File: config.mk
export PLATFORM = sky130hd
export DESIGN_NAME = quaternion_rate_integrator_top
export DESIGN_NICKNAME = d
export VERILOG_FILES = /design/src/rtl/core/qri_pkg.sv /design/src/rtl/core/quaternion_rate_integrator_top.sv /design/src/rtl/core/qri_ctrl.sv /design/src/rtl/core/qri_datapath.sv
export SDC_FILE = /design/constraint.sdc
export NUM_CORES = 2
export LEC_CHECK = 0
export BUFFER_PORTS_ARGS = -buffer_cell sky130_fd_sc_hd__buf_4
export CORE_UTILIZATION = 54
export CTS_BUF_LIST = sky130_fd_sc_hd__clkbuf_4 sky130_fd_sc_hd__clkbuf_8
export CTS_CLUSTER_SIZE = 8
export DETAILED_ROUTE_END_ITERATION = 6
export GPL_TIMING_DRIVEN = 0
export PLACE_DENSITY = 0.72
export SYNTH_ARGS = -nofsm -noshare
export SYNTH_HDL_FRONTEND = slang
export SYNTH_SLANG_ARGS = --single-unit
File: constraint.sdc
create_clock -name clk_i -period 28.2 [get_ports clk_i]
set_input_delay 1.41 -clock clk_i [delete_from_list [all_inputs] [get_ports clk_i]]
set_output_delay 1.41 -clock clk_i [all_outputs]
set_load 0.02 [all_outputs]
File: src/rtl/core/qri_pkg.sv
package qri_pkg;

  localparam int unsigned QUAT_WIDTH_DEF = 16;
  localparam int unsigned RATE_WIDTH_DEF = 16;
  localparam int unsigned STEP_WIDTH     = 16;
  localparam logic [STEP_WIDTH-1:0] TIME_STEP_RESET = 16'd1092;
  localparam logic       CMD_LOAD      = 1'b1;
  localparam logic       REG_TIME_STEP = 1'b0;
  localparam int unsigned TERM_COUNT   = 12;
  localparam int unsigned RATE_COUNT   = 3;
  localparam int unsigned LANE_COUNT   = 4;

  typedef enum logic [3:0] {
    OP_NONE,
    OP_LATCH,
    OP_LOAD,
    OP_SCALE,
    OP_MUL,
    OP_UPDATE,
    OP_SQUARE,
    OP_ROOT_INIT,
    OP_ROOT_STEP,
    OP_DIV_INIT,
    OP_DIV_STEP,
    OP_DIV_END,
    OP_KEEP,
    OP_EMIT
  } op_e;

  typedef enum logic [3:0] {
    ST_IDLE,
    ST_DECODE,
    ST_LOAD,
    ST_SCALE,
    ST_MUL,
    ST_UPDATE,
    ST_SQUARE,
    ST_CHECK,
    ST_ROOT,
    ST_DIV_INIT,
    ST_DIV_STEP,
    ST_DIV_END,
    ST_KEEP,
    ST_EMIT
  } state_e;

  typedef struct packed {
    op_e        op;
    logic [3:0] idx;
  } dp_cmd_t;

  typedef struct packed {
    logic is_load;
    logic zero;
  } dp_status_t;

  typedef struct packed {
    logic [1:0] p_sel;
    logic [1:0] q_sel;
    logic [1:0] r_sel;
    logic       neg;
  } term_t;

  // hamilton product terms of p * q, component order x y z w
  function automatic term_t term_sel(input logic [3:0] idx);
    term_t t;
    case (idx)
      4'd0:    t = '{p_sel: 2'd0, q_sel: 2'd3, r_sel: 2'd0, neg: 1'b0};
      4'd1:    t = '{p_sel: 2'd1, q_sel: 2'd2, r_sel: 2'd0, neg: 1'b0};
      4'd2:    t = '{p_sel: 2'd2, q_sel: 2'd1, r_sel: 2'd0, neg: 1'b1};
      4'd3:    t = '{p_sel: 2'd1, q_sel: 2'd3, r_sel: 2'd1, neg: 1'b0};
      4'd4:    t = '{p_sel: 2'd2, q_sel: 2'd0, r_sel: 2'd1, neg: 1'b0};
      4'd5:    t = '{p_sel: 2'd0, q_sel: 2'd2, r_sel: 2'd1, neg: 1'b1};
      4'd6:    t = '{p_sel: 2'd2, q_sel: 2'd3, r_sel: 2'd2, neg: 1'b0};
      4'd7:    t = '{p_sel: 2'd0, q_sel: 2'd1, r_sel: 2'd2, neg: 1'b0};
      4'd8:    t = '{p_sel: 2'd1, q_sel: 2'd0, r_sel: 2'd2, neg: 1'b1};
      4'd9:    t = '{p_sel: 2'd0, q_sel: 2'd0, r_sel: 2'd3, neg: 1'b1};
      4'd10:   t = '{p_sel: 2'd1, q_sel: 2'd1, r_sel: 2'd3, neg: 1'b1};
      4'd11:   t = '{p_sel: 2'd2, q_sel: 2'd2, r_sel: 2'd3, neg: 1'b1};
      default: t = '{p_sel: 2'd0, q_sel: 2'd0, r_sel: 2'd0, neg: 1'b0};
    endcase
    return t;
  endfunction

endpackage

File: src/rtl/core/quaternion_rate_integrator_top.sv
// channel  | direction | payload
// s_*      | in        | tdata: omega_x, omega_y, omega_z, load_x, load_y, load_z, load_w; tuser: cmd
// m_*      | out       | tdata: quat_x, quat_y, quat_z, quat_w; tuser: zero_length
// apb      | in/out    | time_step at byte address 0
//
// a load takes the given quaternion as it is; an integrate runs through a single shared
// multiplier and divider: the multiplier, then, unless the squared length is zero, the
// bit-serial square root and the four one-bit-per-cycle divisions, one for each lane
// reset gives the identity quaternion and time_step 1092
// one item is computed at a time; a result still waiting on m_tready holds the next
// item in its emit step until the transfer completes
module quaternion_rate_integrator_top #(
  parameter int unsigned QUAT_WIDTH = qri_pkg::QUAT_WIDTH_DEF,
  parameter int unsigned RATE_WIDTH = qri_pkg::RATE_WIDTH_DEF,
  localparam int unsigned IN_DW  = ((3 * RATE_WIDTH + 4 * QUAT_WIDTH + 7) / 8) * 8,
  localparam int unsigned OUT_DW = ((4 * QUAT_WIDTH + 7) / 8) * 8
) (
  input  logic              clk_i,
  input  logic              rst_ni,
  input  logic              s_tvalid_i,
  output logic              s_tready_o,
  // omega_x, omega_y, omega_z, load_x, load_y, load_z, load_w
  input  logic [IN_DW-1:0]  s_tdata_i,
  // cmd
  input  logic [0:0]        s_tuser_i,
  output logic              m_tvalid_o,
  input  logic              m_tready_i,
  // quat_x, quat_y, quat_z, quat_w
  output logic [OUT_DW-1:0] m_tdata_o,
  // zero_length
  output logic [0:0]        m_tuser_o,
  input  logic              psel,
  input  logic              penable,
  input  logic              pwrite,
  input  logic [2:0]        paddr,
  input  logic [31:0]       pwdata,
  output logic [31:0]       prdata,
  output logic              pready
);
  import qri_pkg::*;

  localparam int Q = QUAT_WIDTH;
  localparam int R = RATE_WIDTH;

  logic [STEP_WIDTH-1:0] time_step_q;
  dp_cmd_t               cmd;
  dp_status_t            status;
  logic signed [Q-1:0]   qx, qy, qz, qw;
  logic                  zero_length;

  assign pready = 1'b1;
  assign prdata = (paddr[2] == REG_TIME_STEP) ? 32'(time_step_q) : 32'd0;

  always_ff @(posedge clk_i or negedge rst_ni) begin
    if (!rst_ni) begin
      time_step_q <= TIME_STEP_RESET;
    end else if (psel && penable && pwrite && pready && (paddr[2] == REG_TIME_STEP)) begin
      time_step_q <= pwdata[STEP_WIDTH-1:0];
    end
  end

  qri_ctrl #(
    .QUAT_WIDTH(QUAT_WIDTH)
  ) u_ctrl (
    .clk_i       (clk_i),
    .rst_ni      (rst_ni),
    .in_valid_i  (s_tvalid_i),
    .in_ready_o  (s_tready_o),
    .out_valid_o (m_tvalid_o),
    .out_ready_i (m_tready_i),
    .status_i    (status),
    .cmd_o       (cmd)
  );

  qri_datapath #(
    .QUAT_WIDTH(QUAT_WIDTH),
    .RATE_WIDTH(RATE_WIDTH)
  ) u_datapath (
    .clk_i         (clk_i),
    .rst_ni        (rst_ni),
    .cmd_i         (cmd),
    .status_o      (status),
    .time_step_i   (time_step_q),
    .cmd_load_i    (s_tuser_i[0]),
    .omega_x_i     ($signed(s_tdata_i[0 +: R])),
    .omega_y_i     ($signed(s_tdata_i[R +: R])),
    .omega_z_i     ($signed(s_tdata_i[2*R +: R])),
    .load_x_i      ($signed(s_tdata_i[3*R +: Q])),
    .load_y_i      ($signed(s_tdata_i[3*R+Q +: Q])),
    .load_z_i      ($signed(s_tdata_i[3*R+2*Q +: Q])),
    .load_w_i      ($signed(s_tdata_i[3*R+3*Q +: Q])),
    .quat_x_o      (qx),
    .quat_y_o      (qy),
    .quat_z_o      (qz),
    .quat_w_o      (qw),
    .zero_length_o (zero_length)
  );

  assign m_tdata_o = OUT_DW'({qw, qz, qy, qx});
  assign m_tuser_o = zero_length;

endmodule

File: src/rtl/core/qri_ctrl.sv
module qri_ctrl #(
  parameter int unsigned QUAT_WIDTH = 16
) (
  input  logic                clk_i,
  input  logic                rst_ni,
  input  logic                in_valid_i,
  output logic                in_ready_o,
  output logic                out_valid_o,
  input  logic                out_ready_i,
  input  qri_pkg::dp_status_t status_i,
  output qri_pkg::dp_cmd_t    cmd_o
);
  import qri_pkg::*;

  localparam int unsigned SQ_W   = (2 * QUAT_WIDTH + 2 > 64) ? 64 : 2 * QUAT_WIDTH + 2;
  localparam int unsigned RT     = SQ_W / 2;
  localparam int unsigned DN     = 2 * QUAT_WIDTH - 2;
  localparam int unsigned MAX_IT = (RT > DN) ? RT : DN;
  localparam int unsigned IT_W   = $clog2(MAX_IT);

  state_e           state_q, state_d;
  logic [3:0]       idx_q, idx_d;
  logic [IT_W-1:0]  it_q, it_d;
  logic             valid_q, valid_d;
  logic             emit;

  always_comb begin
    state_d = state_q;
    idx_d   = idx_q;
    it_d    = it_q;
    case (state_q)
      ST_IDLE: begin
        if (in_valid_i) state_d = ST_DECODE;
      end
      ST_DECODE: begin
        idx_d   = '0;
        state_d = status_i.is_load ? ST_LOAD : ST_SCALE;
      end
      ST_LOAD: state_d = ST_EMIT;
      ST_SCALE: begin
        if (idx_q == 4'(RATE_COUNT - 1)) begin
          idx_d   = '0;
          state_d = ST_MUL;
        end else begin
          idx_d = idx_q + 4'd1;
        end
      end
      ST_MUL: begin
        if (idx_q == 4'(TERM_COUNT - 1)) begin
          idx_d   = '0;
          state_d = ST_UPDATE;
        end else begin
          idx_d = idx_q + 4'd1;
        end
      end
      ST_UPDATE: state_d = ST_SQUARE;
      ST_SQUARE: begin
        if (idx_q == 4'(LANE_COUNT - 1)) begin
          idx_d   = '0;
          state_d = ST_CHECK;
        end else begin
          idx_d = idx_q + 4'd1;
        end
      end
      ST_CHECK: begin
        it_d    = '0;
        state_d = status_i.zero ? ST_KEEP : ST_ROOT;
      end
      ST_ROOT: begin
        if (it_q == IT_W'(RT - 1)) begin
          idx_d   = '0;
          state_d = ST_DIV_INIT;
        end else begin
          it_d = it_q + 1'b1;
        end
      end
      ST_DIV_INIT: begin
        it_d    = '0;
        state_d = ST_DIV_STEP;
      end
      ST_DIV_STEP: begin
        if (it_q == IT_W'(DN - 1)) state_d = ST_DIV_END;
        else it_d = it_q + 1'b1;
      end
      ST_DIV_END: begin
        if (idx_q == 4'(LANE_COUNT - 1)) begin
          state_d = ST_EMIT;
        end else begin
          idx_d   = idx_q + 4'd1;
          state_d = ST_DIV_INIT;
        end
      end
      ST_KEEP: state_d = ST_EMIT;
      ST_EMIT: begin
        if (!valid_q || out_ready_i) state_d = ST_IDLE;
      end
      default: state_d = ST_IDLE;
    endcase
  end

  always_comb begin
    cmd_o.idx  = idx_q;
    cmd_o.op   = OP_NONE;
    in_ready_o = 1'b0;
    emit       = 1'b0;
    case (state_q)
      ST_IDLE: begin
        in_ready_o = 1'b1;
        if (in_valid_i) cmd_o.op = OP_LATCH;
      end
      ST_LOAD:     cmd_o.op = OP_LOAD;
      ST_SCALE:    cmd_o.op = OP_SCALE;
      ST_MUL:      cmd_o.op = OP_MUL;
      ST_UPDATE:   cmd_o.op = OP_UPDATE;
      ST_SQUARE:   cmd_o.op = OP_SQUARE;
      ST_CHECK:    cmd_o.op = OP_ROOT_INIT;
      ST_ROOT:     cmd_o.op = OP_ROOT_STEP;
      ST_DIV_INIT: cmd_o.op = OP_DIV_INIT;
      ST_DIV_STEP: cmd_o.op = OP_DIV_STEP;
      ST_DIV_END:  cmd_o.op = OP_DIV_END;
      ST_KEEP:     cmd_o.op = OP_KEEP;
      ST_EMIT: begin
        if (!valid_q || out_ready_i) begin
          cmd_o.op = OP_EMIT;
          emit     = 1'b1;
        end
      end
      default: cmd_o.op = OP_NONE;
    endcase
  end

  always_comb begin
    valid_d = valid_q;
    if (out_ready_i) valid_d = 1'b0;
    if (emit) valid_d = 1'b1;
  end

  assign out_valid_o = valid_q;

  always_ff @(posedge clk_i or negedge rst_ni) begin
    if (!rst_ni) begin
      state_q <= ST_IDLE;
      idx_q   <= '0;
      it_q    <= '0;
      valid_q <= 1'b0;
    end else begin
      state_q <= state_d;
      idx_q   <= idx_d;
      it_q    <= it_d;
      valid_q <= valid_d;
    end
  end

endmodule

File: src/rtl/core/qri_datapath.sv
module qri_datapath #(
  parameter int unsigned QUAT_WIDTH = 16,
  parameter int unsigned RATE_WIDTH = 16
) (
  input  logic                                 clk_i,
  input  logic                                 rst_ni,
  input  qri_pkg::dp_cmd_t                     cmd_i,
  output qri_pkg::dp_status_t                  status_o,
  input  logic [qri_pkg::STEP_WIDTH-1:0]       time_step_i,
  input  logic                                 cmd_load_i,
  input  logic signed [RATE_WIDTH-1:0]         omega_x_i,
  input  logic signed [RATE_WIDTH-1:0]         omega_y_i,
  input  logic signed [RATE_WIDTH-1:0]         omega_z_i,
  input  logic signed [QUAT_WIDTH-1:0]         load_x_i,
  input  logic signed [QUAT_WIDTH-1:0]         load_y_i,
  input  logic signed [QUAT_WIDTH-1:0]         load_z_i,
  input  logic signed [QUAT_WIDTH-1:0]         load_w_i,
  output logic signed [QUAT_WIDTH-1:0]         quat_x_o,
  output logic signed [QUAT_WIDTH-1:0]         quat_y_o,
  output logic signed [QUAT_WIDTH-1:0]         quat_z_o,
  output logic signed [QUAT_WIDTH-1:0]         quat_w_o,
  output logic                                 zero_length_o
);
  import qri_pkg::*;

  localparam int Q     = QUAT_WIDTH;
  localparam int R     = RATE_WIDTH;
  localparam int QF    = Q - 2;
  localparam int SHIFT = R - Q + 10;
  localparam int SH_R  = (SHIFT > 0) ? SHIFT : 0;
  localparam int SH_L  = (SHIFT < 0) ? -SHIFT : 0;
  localparam int MA    = (R > Q) ? R : Q;
  localparam int MB    = (Q > STEP_WIDTH + 1) ? Q : STEP_WIDTH + 1;
  localparam int MP    = MA + MB;
  localparam int VW    = MP + SH_L;
  localparam int TW    = Q + 2;
  localparam int AW    = Q + 4;
  localparam int SQ_W  = (2 * Q + 2 > 64) ? 64 : 2 * Q + 2;
  localparam int RT    = SQ_W / 2;
  localparam int DN    = 2 * Q - 2;
  localparam logic signed [Q-1:0] QMAX = {1'b0, {(Q-1){1'b1}}};
  localparam logic signed [Q-1:0] QMIN = {1'b1, {(Q-1){1'b0}}};
  localparam logic signed [Q-1:0] QONE = Q'(1) <<< QF;

  logic                    is_load_q;
  logic signed [R-1:0]     om_q   [RATE_COUNT];
  logic signed [Q-1:0]     ld_q   [LANE_COUNT];
  logic signed [Q-1:0]     q_q    [LANE_COUNT];
  logic signed [Q-1:0]     p_q    [RATE_COUNT];
  logic signed [AW-1:0]    acc_q  [LANE_COUNT];
  logic signed [Q-1:0]     n_q    [LANE_COUNT];
  logic signed [Q-1:0]     nrm_q  [LANE_COUNT];
  logic signed [Q-1:0]     out_q  [LANE_COUNT];
  logic [SQ_W:0]           sum_q;
  logic [SQ_W-1:0]         rad_q;
  logic [RT-1:0]           root_q;
  logic [RT+1:0]           srem_q;
  logic [DN-1:0]           num_q;
  logic [RT:0]             drem_q;
  logic                    zero_q;
  logic                    out_zero_q;

  term_t                   term;
  logic [1:0]              lane;
  logic signed [MA-1:0]    ma;
  logic signed [MB-1:0]    mb;
  logic signed [MP-1:0]    prod;
  logic signed [VW-1:0]    scaled;
  logic signed [Q-1:0]     scaled_sat;
  logic signed [TW-1:0]    term_v;
  logic signed [Q-1:0]     n_new  [LANE_COUNT];
  logic [RT+1:0]           srem_n;
  logic [RT+1:0]           trial;
  logic [RT:0]             drem_n;
  logic signed [Q:0]       neg_ext;
  logic [Q-1:0]            mag;
  logic [DN-Q:0]           quot_hi;
  logic signed [Q-1:0]     quot_sat;

  assign term = term_sel(cmd_i.idx);
  assign lane = cmd_i.idx[1:0];

  always_comb begin
    ma = '0;
    mb = '0;
    case (cmd_i.op)
      OP_SCALE: begin
        ma = MA'(om_q[lane]);
        mb = MB'($signed({1'b0, time_step_i}));
      end
      OP_MUL: begin
        ma = MA'(p_q[term.p_sel]);
        mb = MB'(q_q[term.q_sel]);
      end
      OP_SQUARE: begin
        ma = MA'(n_q[lane]);
        mb = MB'(n_q[lane]);
      end
      default: begin
        ma = '0;
        mb = '0;
      end
    endcase
  end

  assign prod   = ma * mb;
  assign scaled = (VW'(prod) <<< SH_L) >>> SH_R;
  assign scaled_sat = (scaled > QMAX) ? QMAX : (scaled < QMIN) ? QMIN : scaled[Q-1:0];
  assign term_v = $signed(prod[QF +: TW]);

  always_comb begin
    logic signed [Q-1:0] rs;
    logic signed [Q:0]   s;
    for (int i = 0; i < LANE_COUNT; i++) begin
      rs = (acc_q[i] > QMAX) ? QMAX : (acc_q[i] < QMIN) ? QMIN : acc_q[i][Q-1:0];
      s  = (Q+1)'(q_q[i]) + (Q+1)'(rs >>> 1);
      n_new[i] = (s > QMAX) ? QMAX : (s < QMIN) ? QMIN : s[Q-1:0];
    end
  end

  assign srem_n = {srem_q[RT-1:0], rad_q[SQ_W-1 -: 2]};
  assign trial  = {root_q, 2'b01};
  assign drem_n = {drem_q[RT-1:0], num_q[DN-1]};

  assign neg_ext = -((Q+1)'(n_q[lane]));
  assign mag     = n_q[lane][Q-1] ? neg_ext[Q-1:0] : n_q[lane];
  assign quot_hi = num_q[DN-1:Q-1];

  always_comb begin
    if (n_q[lane][Q-1]) begin
      if ((quot_hi > (DN-Q+1)'(1)) || ((quot_hi == (DN-Q+1)'(1)) && |num_q[Q-2:0])) begin
        quot_sat = QMIN;
      end else begin
        quot_sat = -$signed(num_q[Q-1:0]);
      end
    end else begin
      quot_sat = (|quot_hi) ? QMAX : $signed(num_q[Q-1:0]);
    end
  end

  always_ff @(posedge clk_i or negedge rst_ni) begin
    if (!rst_ni) begin
      for (int i = 0; i < LANE_COUNT; i++) q_q[i] <= '0;
      q_q[3] <= QONE;
    end else if (cmd_i.op == OP_EMIT) begin
      for (int i = 0; i < LANE_COUNT; i++) q_q[i] <= nrm_q[i];
    end
  end

  always_ff @(posedge clk_i) begin
    case (cmd_i.op)
      OP_LATCH: begin
        is_load_q <= (cmd_load_i == CMD_LOAD);
        om_q[0]   <= omega_x_i;
        om_q[1]   <= omega_y_i;
        om_q[2]   <= omega_z_i;
        ld_q[0]   <= load_x_i;
        ld_q[1]   <= load_y_i;
        ld_q[2]   <= load_z_i;
        ld_q[3]   <= load_w_i;
      end
      OP_LOAD: begin
        for (int i = 0; i < LANE_COUNT; i++) nrm_q[i] <= ld_q[i];
        zero_q <= 1'b0;
      end
      OP_SCALE: begin
        p_q[lane] <= scaled_sat;
        if (cmd_i.idx == '0) begin
          for (int i = 0; i < LANE_COUNT; i++) acc_q[i] <= '0;
        end
      end
      OP_MUL: begin
        acc_q[term.r_sel] <= term.neg ? acc_q[term.r_sel] - AW'(term_v)
                                      : acc_q[term.r_sel] + AW'(term_v);
      end
      OP_UPDATE: begin
        for (int i = 0; i < LANE_COUNT; i++) n_q[i] <= n_new[i];
        sum_q <= '0;
      end
      OP_SQUARE: sum_q <= sum_q + (SQ_W+1)'(prod[2*Q-2:0]);
      OP_ROOT_INIT: begin
        rad_q  <= sum_q[SQ_W] ? '1 : sum_q[SQ_W-1:0];
        root_q <= '0;
        srem_q <= '0;
        zero_q <= 1'b0;
      end
      OP_ROOT_STEP: begin
        rad_q <= rad_q << 2;
        if (srem_n >= trial) begin
          srem_q <= srem_n - trial;
          root_q <= {root_q[RT-2:0], 1'b1};
        end else begin
          srem_q <= srem_n;
          root_q <= {root_q[RT-2:0], 1'b0};
        end
      end
      OP_DIV_INIT: begin
        num_q  <= {mag, {QF{1'b0}}};
        drem_q <= '0;
      end
      OP_DIV_STEP: begin
        if (drem_n >= {1'b0, root_q}) begin
          drem_q <= drem_n - {1'b0, root_q};
          num_q  <= {num_q[DN-2:0], 1'b1};
        end else begin
          drem_q <= drem_n;
          num_q  <= {num_q[DN-2:0], 1'b0};
        end
      end
      OP_DIV_END: nrm_q[lane] <= quot_sat;
      OP_KEEP: begin
        for (int i = 0; i < LANE_COUNT; i++) nrm_q[i] <= q_q[i];
        zero_q <= 1'b1;
      end
      OP_EMIT: begin
        for (int i = 0; i < LANE_COUNT; i++) out_q[i] <= nrm_q[i];
        out_zero_q <= zero_q;
      end
      default: begin
      end
    endcase
  end

  assign status_o.is_load = is_load_q;
  assign status_o.zero    = (sum_q == '0);

  assign quat_x_o      = out_q[0];
  assign quat_y_o      = out_q[1];
  assign quat_z_o      = out_q[2];
  assign quat_w_o      = out_q[3];
  assign zero_length_o = out_zero_q;

endmodule

---- Word-level counts from Yosys, hierarchy flattened ----
Memory sizes are Yosys's and may differ from the RTL's.
Cells that the tools add are included.
storage, ports and cells
  memory bits (writable) .................. 432
  memory bits (read-only) ................. 112
  register bits ........................... 247
  input bits .............................. 155
  memories kept ........................... 8
  output and inout bits ................... 100
cells by class
  magnitude comparators ................... 22
  multiplexer cells ....................... 98
  bitwise logic cells ..................... 6
  reductions and logical operators ........ 27
  add/subtract/negate cells ............... 13
  $mul .................................... 1
  equality and inequality tests ........... 42
memory list
  memory            depth  bits a word  rd ports  clocked after Yosys merged registers in  wr ports  line                source
  (no name shown)   16     7            1         0                                        0         qri_pkg.sv:67       case (idx)
  u_datapath.acc_q  4      20           5         0                                        4         qri_datapath.sv:50  logic signed [AW-1:0] acc_q [LANE_COUNT];
  u_datapath.ld_q   4      16           4         0                                        4         qri_datapath.sv:47  logic signed [Q-1:0] ld_q [LANE_COUNT];
  u_datapath.n_q    4      16           1         0                                        4         qri_datapath.sv:51  logic signed [Q-1:0] n_q [LANE_COUNT];
  u_datapath.nrm_q  4      16           4         0                                        4         qri_datapath.sv:52  logic signed [Q-1:0] nrm_q [LANE_COUNT];
  u_datapath.out_q  4      16           4         0                                        4         qri_datapath.sv:53  logic signed [Q-1:0] out_q [LANE_COUNT];
  +2 memories       --     --           --        --                                       --        --
operators by type and width
  operator                count
  $mux W16                30
  $pmux W4 S13            2
  $pmux W17 S2            3
  $gt A20 B16 Y1 const B  4
  $lt A20 B16 Y1 const B  4
  $pmux W35 S2            1
  $add A16 B15 Y17        4
  $gt A17 B16 Y1 const B  4
  $lt A17 B16 Y1 const B  4
  $pmux W34 S2            1
  $pmux W30 S2            1
  $eq A4 B4 Y1 const B    13
  $mux W4                 13
  $pmux W17 S3            1
  $pmux W16 S3            1
  $mux W20                2
  $add A35 B31 Y35        1
  $logic_not A35 Y1       1
  $mux W17                2
  $mux W34                1
  $sub A17 B17 Y17        2
  $mul A16 B17 Y33        1
  $bmux W16 S2            1
  $eq A4 B3 Y1 const B    8
  40 further kinds        104

---- Logic depth before layout (Yosys ltp) ----
  depth after elaboration ................. 10
  gate-level depth with buffers ........... 52
  mapped depth without buffers ............ 44

---- Modules after synthesis ----
A second synthesis with hierarchy kept.
unflattened totals
  cell total of the unflattened synthesis .. 4595
  area total of the unflattened synthesis .. 47291.6 µm²
modules (own cells, without submodules)
  module                          instances  sequential area each (µm²)  cells each  area each (µm²)
  qri_datapath                    1          19169.6                     4403        45294.7
  qri_ctrl                        1          350.3                       122         1093.5
  quaternion_rate_integrator_top  1          404.1                       70          903.4

---- Worst setup path after synthesis ----
No wires, ideal clock.
  kind .................................... register to register
  start point ............................. register u_ctrl.idx_q[0]
  end point ............................... memory u_datapath.acc_q[0][19] in the netlist's numbering (data pin)
  arrival ................................. 12348 ps
  required time ........................... 27935 ps
  slack ................................... 15587 ps
  clock period less this slack ............ 12613 ps
  path buffers ............................ 5
  stages on the path, launching flop included .. 49
  cell sequence ........................... dfrtp_1 > buf_2 > buf_1 > clkbuf_1 > buf_2 > inv_1 > ha_1 > a21oi_1 > o21ai_0 > o21ai_1 > mux4_2 > a221oi_1 > nor2_1 > fa_1 > inv_1 > fa_1 > inv_1 > fa_1 > [... 13 more ...] > xor2_1 > inv_1 > ha_1 > nor2_1 > a21oi_1 > inv_1 > ha_1 > nor2b_1 > o21a_1 > a311o_1 > o31ai_1 > o21ba_2 > o21ai_0 > a31oi_1 > a21oi_1 > xor2_1 > xnor2_1 > nor2_1
RTL lines
  item                    line                source
  from (decl)             qri_ctrl.sv:22      logic [3:0] idx_q, idx_d;
  from (signal assigned)  qri_ctrl.sv:148     idx_q <= idx_d;
  to (decl)               qri_datapath.sv:50

==> impl_metrics.yaml <==
sta:
  max_clock_freq_mhz: 61.90
  fin_tns_setup_ps: 0
  slew_headroom_pct: -4.616
  post-route-period-util_pct: 57.29
  period_needed_ps: 16160
  rsz0062_at_grt: "no"
  tightest_slew_ps: 1545
  setup_violations: 0
  hold_slack_ps: 420.3
  hold_viol: 0
  slew_violations: 22
  setup_ws_ps: 12040
  skew_ps: 58.19
power:
  ir_drop_v: 0.0001986
  leakage_uw: 0.02195
  powerDensity_mw_per_mm2: 129.8
global_routing:
  grt_remaining_overflow: 0
  grt_max_degree: 95
  antenna_found_initial: 3
  grt_pass1_vias: 35290
  track_usage_pct: 32.16
  grt_pass1_wl_um: 214100
synth:
  syn-cell-area_mm2: 0.04717
  yosys_warnings: 0
  synth-main-ff-cell: "edfxtp_1"
  synth.yosys.seq_area_share_pct: 42.24
  synth.avg_cell_area_um2: 10.52
  ys_seq_elements: 679
  netlist_instances: 4483
  ys_async_sr_fraction_pct: 13.84
  synth_edf_count: 585
  ys_types: 93
worst_setup_path:
  endpoint_kind: "flip-flop"
  critPathSlowestCell: "a221oi_1"
  cpMostUsedCell: "inv_1"
  startpoint: "u_ctrl.idx_q[0]$_DFFE_PN0P_"
  worst-path-max-fanout: 10
  cp.required_ps: 28740
  cp-start-kind: "flip-flop"
  path_class: "reg2reg"
  critical_path.max_stage_delay_ps: 1150
  worstPathArrival_ps: 16690
  r2r-start: "u_ctrl.idx_q[0]$_DFFE_PN0P_"
place:
  port_buffers: 219
  dp_hpwl_um: 111800
  place_area_mm2: 0.05064
  preCtsSetupSlack_ps: 12260
  place_congestion: 1.024
die:
  fp.dieH_um: 297.6
  rows: 108
  io_pins: 255
  dieArea_mm2: 0.08854
  start_util_pct: 54.46
  dieWidth_um: 297.6
  core_area_mm2: 0.08662
final_layout:
  nets: 5542
  syn2layout_area_growth_pct: 12.82
  layout_commonest_cell: "edfxtp_1"
  design_area_mm2: 0.05322
  final_cell_mix: "edfxtp_1, nor2_1, inv_1"
  final_util_pct: 61.44
  drive_gt1_share_pct: 12.85
run:
  maxCapViolations: 4
clock_tree:
  cts_tree: "built"
  htreeDepth: 3
  numCtsBuffers: 114
  path_clk_slew_ps: 70
  cts_resized: 0
  cts_sinks: 679
  postCtsHoldBufs: 0
  root_buffer: "clkbuf_8"
  cts_buffer_depth: 3
  clk_latency_ps: 820
  postCtsSetupBuffers: 0
detailed_routing:
  via_count: 36730
  viasPerCell: 6.008
  drt_iter0_drc: 4295
  antenna_left: 0
  routed_wl_um: 143200
  post-route-drc-count: 0
  wl_per_cell_um: 23.43
  dr.pass1.iters: 6
outcome:
  status: "finished with violations"
  violations: "max-capacitance violations, max-slew violations"
worst_hold_path:
  hold_path_class: "in2async"
-- final cells by class --
cell class                      instances  area, um^2
Buffer                                195       809.5
Multi-Input combinational cell       3135       24760
Fill cell                            7133       33400
Clock inverter                         40       381.6
Timing Repair Buffer                  245        1928
Clock buffer                          175        2140
Antenna cell                            1       2.502
Sequential cell                       679       19920
Tap cell                             1155        1445
Inverter                              489        1836
-- power by group --
part / internal (uW) / switching (uW)
combinational: 1440 / 2710
sequential: 1550 / 238
clock: 535 / 433
total: 3530 / 3380
-- path summary, 6_finish.rpt --
| check | end | slack [ps] | cells past startpoint |
|---|---|---|---|
| max in group asynchronous | time_step_q[6]$_DFFE_PN1P_ | 26970 | 2 |
| worst max register to register | u_datapath.acc_q[2][19]$_SDFFCE_PN0P_ | 12040 | 49 |
| worst max-delay path | u_datapath.acc_q[2][19]$_SDFFCE_PN0P_ | 12040 | 49 |
| min in group clk_i | u_datapath.zero_length_o$_DFFE_PN_ | 430 | 0 |
| worst min-delay path | u_datapath.q_q[40]$_DFFE_PN0N_ | 420 | 1 |
| worst min register to register | u_datapath.zero_length_o$_DFFE_PN_ | 430 | 0 |
-- layer usage --
layer | vias up | wire, um | track usage [%]
met4 | 4 | 5900 | 11.92
met3 | 326 | 15010 | 6.953
met5 | - | 27 | 0
met1 | 18140 | 56700 | 44.25
met2 | 1853 | 65620 | 50.12
li1 | 16410 | - | -
-- Yosys cell counts, types with 17 or more instances --
cell type | number | area [um^2]
edfxtp_1 | 585 | 17570
nor2_1 | 523 | 1963
inv_1 | 487 | 1828
nand2_1 | 365 | 1370
fa_1 | 283 | 5665
a21oi_1 | 279 | 1396
ha_1 | 245 | 3065
o21ai_0 | 194 | 970.9
clkbuf_1 | 154 | 578.1
mux2i_1 | 116 | 1161
xnor2_1 | 106 | 928.4
dfrtp_1 | 90 | 2252
mux2_2 | 82 | 923.4
o21a_1 | 80 | 600.6
xor2_1 | 67 | 586.8
and2_1 | 61 | 381.6
a21o_1 | 55 | 412.9
nor2b_1 | 49 | 306.5
nand2b_1 | 47 | 294.0
nand3_1 | 47 | 235.2
nor3_1 | 37 | 185.2
a31oi_1 | 36 | 225.2
a211oi_1 | 32 | 240.2
mux4_2 | 31 | 698.2
nand4_1 | 26 | 162.7
or3_1 | 26 | 162.7
nor4_1 | 24 | 150.1
o31ai_1 | 24 | 180.2
o21bai_1 | 23 | 172.7
a221oi_1 | 21 | 183.9
and3_1 | 21 | 131.4
o211ai_1 | 19 | 142.6
buf_4 | 17 | 127.6
-- state kept, by name, indices dropped and copies added (netlist names), 17 cells and up --
name and count:
u_datapath.root_q 17, u_datapath.nrm_q 64, u_datapath.drem_q 17, u_datapath.n_q 64
u_datapath.out_q 64, u_datapath.srem_q 17, u_datapath.num_q 30, u_datapath.acc_q 80
u_datapath.om_q 48, u_datapath.ld_q 64, u_datapath.sum_q 35, u_datapath.q_q 64
u_datapath.rad_q 34, u_datapath.p_q 48
-- kinds of logic after synthesis --
| logic type | count (synthesis) | share of synthesized area (%) |
|---|---|---|
| AOI/OAI and AO/OA | 914 | 12.38 |
| buffers and inverters | 684 | 5.599 |
| muxes | 229 | 5.899 |
| adders and majority gates | 536 | 18.68 |
| xor gates and xnor gates | 173 | 3.212 |
| and+or+nand+nor | 1266 | 11.98 |
| DFF | 679 | 42.24 |
| other | 2 | 0.01592 |
-- worst max-delay path, delay by kind of cell (launching register included) --
kind / cells / cell delay, ps
buffers and inverters: 16 / 3450
AOI/OAI and AO/OA: 13 / 5650
and+or+nand+nor: 6 / 630
adders and majority gates: 10 / 4140
muxes: 1 / 290
xor gates and xnor gates: 3 / 1240
DFF: 1 / 410
-- metrics by stage --
| stage | total power, uW | cells |
|---|---|---|
| finish | 6909 | 6114 |
| global route | 7278 | 6114 |
| CTS | 6769 | 6110 |
| detailed placement | 5778 | 5895 |
| global placement | 5694 | 5872 |
| floorplan | 4468 | 4498 |
No activity file was read; power rests on OpenSTA's default activity.
